`src/rtl/core/rsc_pkg.sv`:
```
// rsc_pkg: shared types, sizes and codes of the RPN stack calculator.
// No dependencies; imported by every module under rtl/core.
package rsc_pkg;

   // Sizes
   localparam int STACK_DEPTH = 16;
   localparam int VALUE_WIDTH = 32;
   localparam int FRAC_BITS   = 16;
   localparam int OPCODE_W    = 3;
   localparam int STATUS_W    = 2;
   localparam int DEPTH_W     = $clog2(STACK_DEPTH + 1);
   localparam int ADDR_W      = $clog2(STACK_DEPTH);

   localparam logic [DEPTH_W-1:0] FULL_DEPTH = DEPTH_W'(STACK_DEPTH);

   // Saturation limits of the signed value range
   localparam logic [VALUE_WIDTH-1:0] VALUE_MAX = {1'b0, {(VALUE_WIDTH-1){1'b1}}};
   localparam logic [VALUE_WIDTH-1:0] VALUE_MIN = {1'b1, {(VALUE_WIDTH-1){1'b0}}};

   // Opcodes; the two unused codes behave as no-op
   typedef enum logic [OPCODE_W-1:0] {
      OP_PUSH   = 3'd0,
      OP_ADD    = 3'd1,
      OP_SUB    = 3'd2,
      OP_MUL    = 3'd3,
      OP_NOP    = 3'd4,
      OP_FINISH = 3'd5
   } op_type;

   // Status reported with each result beat
   typedef enum logic [STATUS_W-1:0] {
      ST_OK       = 2'd0,
      ST_FULL     = 2'd1,
      ST_LEFTOVER = 2'd2,
      ST_FAILED   = 2'd3
   } status_type;

   // One stack entry; an invalid entry always carries value zero
   typedef struct packed {
      logic                   invalid;
      logic [VALUE_WIDTH-1:0] value;
   } entry_type;

   localparam entry_type INVALID_ENTRY = '{invalid: 1'b1, value: '0};

endpackage

```
`src/rtl/core/rsc_spill_ram.sv`:
```
// rsc_spill_ram: storage for stack entries below the two held in registers.
// One write port, one registered read port with write-to-read bypass. Uses rsc_pkg.
module rsc_spill_ram (
   input  logic                       clock,
   input  logic                       wr_en,
   input  logic [rsc_pkg::ADDR_W-1:0] wr_addr,
   input  rsc_pkg::entry_type         wr_data,
   input  logic [rsc_pkg::ADDR_W-1:0] rd_addr,
   output rsc_pkg::entry_type         rd_data
);
   import rsc_pkg::*;

   entry_type mem_ff [STACK_DEPTH];
   entry_type rd_data_ff;

   // Write, and read with bypass so a spill is visible the next cycle
   always_ff @(posedge clock) begin
      if (wr_en) begin
         mem_ff[wr_addr] <= wr_data;
      end
      if (wr_en && (wr_addr == rd_addr)) begin
         rd_data_ff <= wr_data;
      end else begin
         rd_data_ff <= mem_ff[rd_addr];
      end
   end

   assign rd_data = rd_data_ff;

endmodule

```
`src/rtl/core/rsc_alu.sv`:
```
// rsc_alu: saturating add, subtract and Q16.16 multiply of two stack entries.
// Invalid operands give an invalid zero result. Uses rsc_pkg.
module rsc_alu (
   input  rsc_pkg::op_type    op,
   input  rsc_pkg::entry_type lhs,
   input  rsc_pkg::entry_type rhs,
   output rsc_pkg::entry_type res
);
   import rsc_pkg::*;

   localparam int W = VALUE_WIDTH;
   localparam logic [2*W-1:0] ROUND_HALF = (2*W)'(1) << (FRAC_BITS - 1);
   localparam logic [2*W-1:0] POS_LIMIT  = {{(W+1){1'b0}}, {(W-1){1'b1}}};
   localparam logic [2*W-1:0] NEG_LIMIT  = POS_LIMIT + (2*W)'(1);

   logic [W:0]     sum_ext;
   logic [W:0]     diff_ext;
   logic [W-1:0]   add_val;
   logic [W-1:0]   sub_val;
   logic [W-1:0]   mag_l;
   logic [W-1:0]   mag_r;
   logic           mul_neg;
   logic [2*W-1:0] prod;
   logic [2*W-1:0] prod_rnd;
   logic [2*W-1:0] quot;
   logic [W-1:0]   mul_val;
   logic [W-1:0]   op_val;

   // Add / subtract with one guard bit, clip on overflow
   assign sum_ext  = {lhs.value[W-1], lhs.value} + {rhs.value[W-1], rhs.value};
   assign diff_ext = {lhs.value[W-1], lhs.value} - {rhs.value[W-1], rhs.value};

   always_comb begin
      if (sum_ext[W] != sum_ext[W-1]) begin
         add_val = sum_ext[W] ? VALUE_MIN : VALUE_MAX;
      end else begin
         add_val = sum_ext[W-1:0];
      end
      if (diff_ext[W] != diff_ext[W-1]) begin
         sub_val = diff_ext[W] ? VALUE_MIN : VALUE_MAX;
      end else begin
         sub_val = diff_ext[W-1:0];
      end
   end

   // Multiply magnitudes, round half away from zero, then clip and re-sign
   assign mag_l    = lhs.value[W-1] ? ({W{1'b0}} - lhs.value) : lhs.value;
   assign mag_r    = rhs.value[W-1] ? ({W{1'b0}} - rhs.value) : rhs.value;
   assign mul_neg  = lhs.value[W-1] ^ rhs.value[W-1];
   assign prod     = mag_l * mag_r;
   assign prod_rnd = prod + ROUND_HALF;
   assign quot     = prod_rnd >> FRAC_BITS;

   always_comb begin
      if (mul_neg) begin
         mul_val = (quot > NEG_LIMIT) ? VALUE_MIN : ({W{1'b0}} - quot[W-1:0]);
      end else begin
         mul_val = (quot > POS_LIMIT) ? VALUE_MAX : quot[W-1:0];
      end
   end

   // Operation select
   always_comb begin
      case (op)
         OP_SUB:  op_val = sub_val;
         OP_MUL:  op_val = mul_val;
         default: op_val = add_val;
      endcase
      res.invalid = lhs.invalid | rhs.invalid;
      res.value   = res.invalid ? {W{1'b0}} : op_val;
   end

endmodule

```
`src/rtl/core/rpn_stack_calculator_top.sv`:
```
// rpn_stack_calculator_top: reverse Polish calculator over a 16-entry stack.
// Depends on rsc_pkg, rsc_alu and rsc_spill_ram.
//
// Usage:
//   req_* carries one token per beat: opcode and a signed Q16.16 operand.
//   rsp_* returns exactly one beat per token: top value (or popped result
//   on finish), its valid flag, a status code and the stack depth after it.
//   Both channels are valid/ready; a beat moves when valid and ready are high.
// Path: a req beat passes the input register, then the result register, to
//   its rsp_valid. Throughput: one token per cycle while rsp_ready is high.
//   The top two entries live in registers; the rest sit in a spill RAM whose
//   single read port prefetches the third entry, so each token needs one
//   pass through the ALU (one 32x32 multiplier) and nothing else.
// Reset: synchronous, active high. Empties the stack and both registers;
//   no clearing pass, the block takes a token on the first cycle after reset.
// Stall: while rsp_ready is low the result beat is held; one more token is
//   taken into the input register, then req_ready drops until rsp drains.
module rpn_stack_calculator_top (
   input  logic                                clock,
   input  logic                                reset,
   input  logic                                req_valid,
   output logic                                req_ready,
   input  logic [rsc_pkg::OPCODE_W-1:0]        req_opcode,
   input  logic signed [rsc_pkg::VALUE_WIDTH-1:0] req_operand_value,
   output logic                                rsp_valid,
   input  logic                                rsp_ready,
   output logic signed [rsc_pkg::VALUE_WIDTH-1:0] rsp_result_value,
   output logic                                rsp_result_valid,
   output logic [rsc_pkg::STATUS_W-1:0]        rsp_status_code,
   output logic [rsc_pkg::DEPTH_W-1:0]         rsp_depth_now
);
   import rsc_pkg::*;

   // Input register
   logic                   in_valid_ff;
   op_type                 in_op_ff;
   logic [VALUE_WIDTH-1:0] in_value_ff;

   // Stack state: top two entries and depth
   entry_type              top_ff,   top_in;
   entry_type              next_ff,  next_in;
   logic [DEPTH_W-1:0]     depth_ff, depth_in;

   // Result register
   logic                   rsp_valid_ff;
   logic [VALUE_WIDTH-1:0] rsp_value_ff, rsp_value_in;
   logic                   rsp_flag_ff,  rsp_flag_in;
   status_type             rsp_status_ff, rsp_status_in;
   logic [DEPTH_W-1:0]     rsp_depth_ff;

   logic                   advance;
   logic                   have_top;
   logic                   have_next;
   entry_type              rhs;
   entry_type              lhs;
   entry_type              alu_res;
   entry_type              third;
   entry_type              fin_ent;
   logic                   is_finish;
   logic                   wr_en;
   logic [DEPTH_W-1:0]     wr_pos;
   logic [DEPTH_W-1:0]     rd_pos;

   // Handshake: input stage moves on when the result register is free
   assign advance   = in_valid_ff & (~rsp_valid_ff | rsp_ready);
   assign req_ready = ~in_valid_ff | advance;

   // Operands; missing ones read as invalid
   assign have_top  = (depth_ff != '0);
   assign have_next = (depth_ff > DEPTH_W'(1));
   assign rhs       = have_top  ? top_ff  : INVALID_ENTRY;
   assign lhs       = have_next ? next_ff : INVALID_ENTRY;

   rsc_alu u_alu (
      .op  (in_op_ff),
      .lhs (lhs),
      .rhs (rhs),
      .res (alu_res)
   );

   // Spill RAM: entry at stack position i sits at address i
   assign wr_pos = depth_ff - DEPTH_W'(2);
   assign rd_pos = (advance ? depth_in : depth_ff) - DEPTH_W'(3);

   rsc_spill_ram u_spill (
      .clock   (clock),
      .wr_en   (wr_en & advance),
      .wr_addr (wr_pos[ADDR_W-1:0]),
      .wr_data (next_ff),
      .rd_addr (rd_pos[ADDR_W-1:0]),
      .rd_data (third)
   );

   // Token decode and next stack state
   always_comb begin
      top_in        = top_ff;
      next_in       = next_ff;
      depth_in      = depth_ff;
      wr_en         = 1'b0;
      rsp_status_in = ST_OK;
      is_finish     = 1'b0;
      fin_ent       = rhs;
      unique case (in_op_ff) inside
         OP_PUSH: begin
            if (depth_ff == FULL_DEPTH) begin
               rsp_status_in = ST_FULL;
            end else begin
               top_in   = '{invalid: 1'b0, value: in_value_ff};
               next_in  = top_ff;
               depth_in = depth_ff + DEPTH_W'(1);
               wr_en    = have_next;
            end
         end
         OP_ADD, OP_SUB, OP_MUL: begin
            top_in   = alu_res;
            next_in  = third;
            depth_in = have_next ? (depth_ff - DEPTH_W'(1)) : DEPTH_W'(1);
         end
         OP_FINISH: begin
            is_finish = 1'b1;
            depth_in  = '0;
            if (have_next) begin
               rsp_status_in = ST_LEFTOVER;
            end else if (rhs.invalid) begin
               rsp_status_in = ST_FAILED;
            end
         end
         default: begin
         end
      endcase

      // Reported value: popped result on finish, else the new top, or an invalid zero if the stack is empty
      if (is_finish) begin
         rsp_flag_in  = ~fin_ent.invalid;
         rsp_value_in = fin_ent.invalid ? '0 : fin_ent.value;
      end else if (depth_in != '0) begin
         rsp_flag_in  = ~top_in.invalid;
         rsp_value_in = top_in.invalid ? '0 : top_in.value;
      end else begin
         rsp_flag_in  = 1'b0;
         rsp_value_in = '0;
      end
   end

   // Control and payload registers
   always_ff @(posedge clock) begin
      if (reset) begin
         in_valid_ff  <= 1'b0;
         depth_ff     <= '0;
         rsp_valid_ff <= 1'b0;
      end else begin
         if (req_ready) begin
            in_valid_ff <= req_valid;
         end
         if (advance) begin
            depth_ff     <= depth_in;
            rsp_valid_ff <= 1'b1;
         end else if (rsp_ready) begin
            rsp_valid_ff <= 1'b0;
         end
      end
      if (req_ready && req_valid) begin
         in_op_ff    <= op_type'(req_opcode);
         in_value_ff <= req_operand_value;
      end
      if (advance) begin
         top_ff        <= top_in;
         next_ff       <= next_in;
         rsp_value_ff  <= rsp_value_in;
         rsp_flag_ff   <= rsp_flag_in;
         rsp_status_ff <= rsp_status_in;
         rsp_depth_ff  <= depth_in;
      end
   end

   assign rsp_valid        = rsp_valid_ff;
   assign rsp_result_value = rsp_value_ff;
   assign rsp_result_valid = rsp_flag_ff;
   assign rsp_status_code  = rsp_status_ff;
   assign rsp_depth_now    = rsp_depth_ff;

   // Checks
   a_depth_bound: assert property (@(posedge clock) disable iff (reset)
      depth_ff <= FULL_DEPTH)
      else $error("stack depth beyond capacity");

   a_full_push_holds: assert property (@(posedge clock) disable iff (reset)
      (advance && in_op_ff == OP_PUSH && depth_ff == FULL_DEPTH)
      |=> (depth_ff == $past(depth_ff)) && (rsp_status_code == ST_FULL))
      else $error("push on full stack changed depth");

   a_finish_clears: assert property (@(posedge clock) disable iff (reset)
      (advance && in_op_ff == OP_FINISH) |=> (depth_ff == '0) && rsp_valid)
      else $error("finish did not empty the stack");

   a_invalid_top_zero: assert property (@(posedge clock) disable iff (reset)
      (depth_ff != '0 && top_ff.invalid) |-> (top_ff.value == '0))
      else $error("invalid top entry holds a nonzero value");

endmodule
```
`config.mk`:
```
export PLATFORM = sky130hd
export DESIGN_NAME = rpn_stack_calculator_top
export DESIGN_NICKNAME = d
export VERILOG_FILES = /design/src/rtl/core/rsc_pkg.sv /design/src/rtl/core/rsc_spill_ram.sv /design/src/rtl/core/rsc_alu.sv /design/src/rtl/core/rpn_stack_calculator_top.sv
export SDC_FILE = /design/constraint.sdc
export NUM_CORES = 2
export LEC_CHECK = 0
export CAP_MARGIN = 30
export CELL_PAD_IN_SITES_DETAIL_PLACEMENT = 0
export CELL_PAD_IN_SITES_GLOBAL_PLACEMENT = 1
export CORE_MARGIN = 2
export CORE_UTILIZATION = 35
export CTS_CLUSTER_SIZE = 16
export DETAILED_ROUTE_END_ITERATION = 6
export DONT_BUFFER_PORTS = 1
export PLACE_DENSITY_LB_ADDON = 0.1
export SLEW_MARGIN = 10
export SYNTH_ARGS = -nofsm -noshare
export SYNTH_HDL_FRONTEND = slang
export SYNTH_SLANG_ARGS = --single-unit
export TNS_END_PERCENT = 100
```
`constraint.sdc`:
```
create_clock -name clock -period 15.9 [get_ports clock]
set_clock_uncertainty 0.15 [all_clocks]
set_input_delay 3.975 -clock clock [delete_from_list [all_inputs] [get_ports clock]]
set_output_delay 3.975 -clock clock [all_outputs]
set_load 0.005 [all_outputs]
```
==> impl_metrics.csv <==
group,metric,value,unit
run_status,status,"finished, violations left",
run_status,violations,"design-rule violations",
drt,via_per_inst,5.51,
sta,setup_viol,0,
die,die_h,445,um
grt,grt_pass1_wl,385,mm
grt,grt_antenna_before_repair,10,
finish,final_common_cell,"inv_1",
drt,final_antenna_net_count,0,
sta,rsz0062_at_grt,"false",
place,numPortBuffers,0,
finish,utilization,38.3,%
grt,grt_remaining_overflow,0,
power_and_ir_drop,power.switching,1.92,mW
die,io_pins,81,
die,die_width,445,um
clocking,clockBufferDepth,3,
finish,fillers,19200,
clocking,postCtsSetupBuffers,0,
drt,totalWireLength,267,mm
critical_path,worst_r2r_path_depth,39,
synth,synth_edf_count,669,
grt,grt_max_degree,72,
drt,vias,49300,
worst_hold_path,hold_end,"rsp_valid",
sta,finalMaxSlewViolations,0,
power_and_ir_drop,internal-power,3.44,mW
synth,syn_inst,6469,
power_and_ir_drop,cellLeakagePower,30.5,nW
die,num_rows,161,
critical_path,rr_endpoint,"rsp_result_value[23]",
drt,drt_first_iter_violations,4086,
synth,synth_top_cell_area_share,29.6,%
power_and_ir_drop,seqPwrFrac,37.9,%
place,hpwl,208,mm
synth,yosysWarnings,0,
finish,layout_common_cells,"inv_1 (972), fa_1 (899), nor2_1 (782)",
clocking,clk_pin_slew,0.06,ns
synth,syn_area,68000,um^2
synth,muxShareOfSynthArea,6.24,%
critical_path,critPathSlowestCell,"a2111oi_1",
sta,hold_viol_final,0,
clocking,htreeDepth,3,
grt,grt_pass1_vias,52200,
sta,timing.final.crit_share,96.5,%
finish,drive_above_1_share,10.5,%
synth,synthAdderAreaFrac,33.2,%
die,start_util,35.3,%
drt,avgRoutedWirePerCell,29.9,um
clocking,clkSinkCount,680,
grt,grt_use_total,27.1,%
power_and_ir_drop,p_comb_share,31.6,%
power_and_ir_drop,power_frac_clock,30.5,%
critical_path,crit_arrival,15.64,ns
critical_path,cp-start-kind,"register",
die,die-area,198000,um^2
synth,avgSynthCellArea,10.5,um^2
synth,syn_nets,7771,
sta,fmax,65.2,MHz
critical_path,reg2reg_slack,0.56,ns
synth,yosysTopAreaCell,"edfxtp_1",
job,maxCapViolations,0,
clocking,cts_tree,"done",
synth,synth_simple_gate_area_share,13.1,%
finish,area_delta_synth_final,8.50,%
worst_hold_path,min_path_cells,2,
critical_path,worstReg2RegStart,"depth_ff[2]",
clocking,cts_root_buffer,"clkbuf_16",
critical_path,critPathMostFrequentCell,"fa_1",
sta,tns,0,ns
power_and_ir_drop,p_per_area,72.7,nW/um^2
synth,ys.flop_type,"edfxtp_1",
critical_path,critPathRequiredTime,16.19,ns
sta,maxSlewHeadroom,26.7,%
power_and_ir_drop,total_power,5.36,mW
critical_path,cp_slowest_stage_delay,0.95,ns
synth,synthDistinctLibCells,122,
synth,synth_compound_area_share,8.17,%
sta,period_needed,15.34,ns
synth,synth.area.top_cells,"edfxtp_1 (30%), fa_1 (26%), ha_1 (6.7%)",
critical_path,cp-startpoint,"depth_ff[2]",
critical_path,critical_path_class,"reg -> reg",
critical_path,end_kind,"register",
power_and_ir_drop,max-vdd-ir-drop,0.000106,V
drt,dr.pass1.iters,7,
synth,ys_ff_latch,680,
die,core_region_area,193000,um^2
place,gp_congestion,0.914,
clocking,numCtsBuffers,67,
synth,ys_async_sr_fraction,0,%
synth,synth_top_family_by_area,"adder cells",
power_and_ir_drop,swShare,35.8,%
synth,synth_seq_area_share,29.9,%
finish,nets,7673,
drt,drc_errors,4,
sta,worst_slew_pin_slew,1.09,ns
worst_hold_path,min_from,"in_valid_ff",
worst_hold_path,hp-class,"reg -> reg",
clocking,clk_latency,0.66,ns
critical_path,worstPathMaxFanout,29,
synth,synthXorXnorAreaFrac,1.81,%
worst max path at each step:
stage / to / slack [ns] / cells after the start
final: rsp_result_value[23] / 0.56 / 39
after global routing: rsp_result_value[23] / 0.02 / 39
after CTS: rsp_result_value[22] / 0.73 / 42
after detailed placement: rsp_result_value[22] / 0.80 / 42
after global placement: rsp_result_value[22] / 0.67 / 39
after floorplan: rsp_result_value[10] / 3.06 / 50
power by group through the flow:
stage	logic (mW)	clock network (mW)	registers [mW]
after floorplan	1.03	0	2.04
after detailed placement	1.67	0	2.07
final	1.69	1.63	2.03
after global placement	1.68	0	2.07
after global routing	1.80	1.73	2.04
after CTS	1.68	1.67	2.03
registers in the layout (all words and copies together) (netlist names), 2 cells and up, named ones only:
name,cells
depth_ff,5
in_op_ff,3
in_value_ff,32
next_ff,33
rsp_depth_now,5
rsp_result_value,32
rsp_status_code,2
top_ff,33
u_spill.mem_ff,528
repair_timing:
item / 4_1_cts / 5_1_grt
setup endpoints to repair: 0 / 2
hold buffers: 0 / 0
gates resized for setup: 0 / 1
area by class of cell:
type	count	area (um^2)	area share (%)
Timing Repair Buffer	201	1590	2.16
Antenna cell	6	15.0	0.0204
Clock buffer	79	1740	2.36
Multi-Input combinational cell	4446	42800	58.0
Clock inverter	43	497	0.674
Tap cell	2526	3160	4.29
Inverter	975	3660	4.97
Sequential cell	680	20300	27.6
stage by stage:
step / std cells / instance area [um^2] / hold slack, ns / setup WS, ns
6_report: 8956 / 73800 / 0.369 / 0.559
5_1_grt: 8951 / 73700 / 0.421 / 0.0249
4_1_cts: 8948 / 73700 / 0.372 / 0.727
3_5_place_dp: 8826 / 71500 / 0.362 / 0.795
3_3_place_gp: 8816 / 71300 / 0.348 / 0.665
2_1_floorplan: 6469 / 68000 / 0.337 / 3.06
cells in the mapped netlist, types with 20 or more instances:
| cell | instances |
|---|---|
| o211ai_1 | 33 |
| nand2_1 | 697 |
| inv_1 | 972 |
| nand3_1 | 56 |
| o21bai_1 | 20 |
| o31ai_1 | 50 |
| a31oi_1 | 20 |
| xnor2_1 | 68 |
| o21ai_0 | 165 |
| o21ai_1 | 22 |
| a32oi_1 | 21 |
| or3_1 | 21 |
| mux2_2 | 35 |
| fa_1 | 899 |
| and3_1 | 24 |
| and2_1 | 51 |
| nor2_1 | 817 |
| xor2_1 | 66 |
| o21a_1 | 24 |
| mux4_2 | 165 |
| buf_2 | 37 |
| a22oi_1 | 24 |
| clkbuf_1 | 302 |
| a211oi_1 | 32 |
| a21o_1 | 41 |
| a21oi_1 | 185 |
| ha_1 | 364 |
| nand4_1 | 61 |
| nor3_1 | 83 |
| or2_2 | 56 |
| edfxtp_1 | 669 |
routing by layer:
layer  global-route usage, %  part of all wire [%]  routed length (um)
met3                    2.59                   3.9               10500
met5                       0                0.0049                  13
met4                    8.36                   3.3                8950
met2                    47.7                    51              135000
met1                    35.2                    42              113000
worst max-delay path, delay by kind of cell (launching register included):
kind                     cells  cell delay (ns)
buffers and inverters        6             0.63
AND/OR/NAND/NOR              8             3.05
AO/OA/AOI/OAI               13             4.98
flip-flops                   1             0.53
adder cells (fa/ha/maj)     11             5.06
XOR/XNOR                     1             0.65
kinds of logic after synthesis:
group                      after synthesis
and+or+nand+nor                       2015
buffers and inverters                 1343
adders and majority gates             1263
AOI/OAI and AO/OA                      818
DFF                                    680
muxes                                  213
xor gates and xnor gates               137
Note: power is estimated with default switching activity, not from simulation.
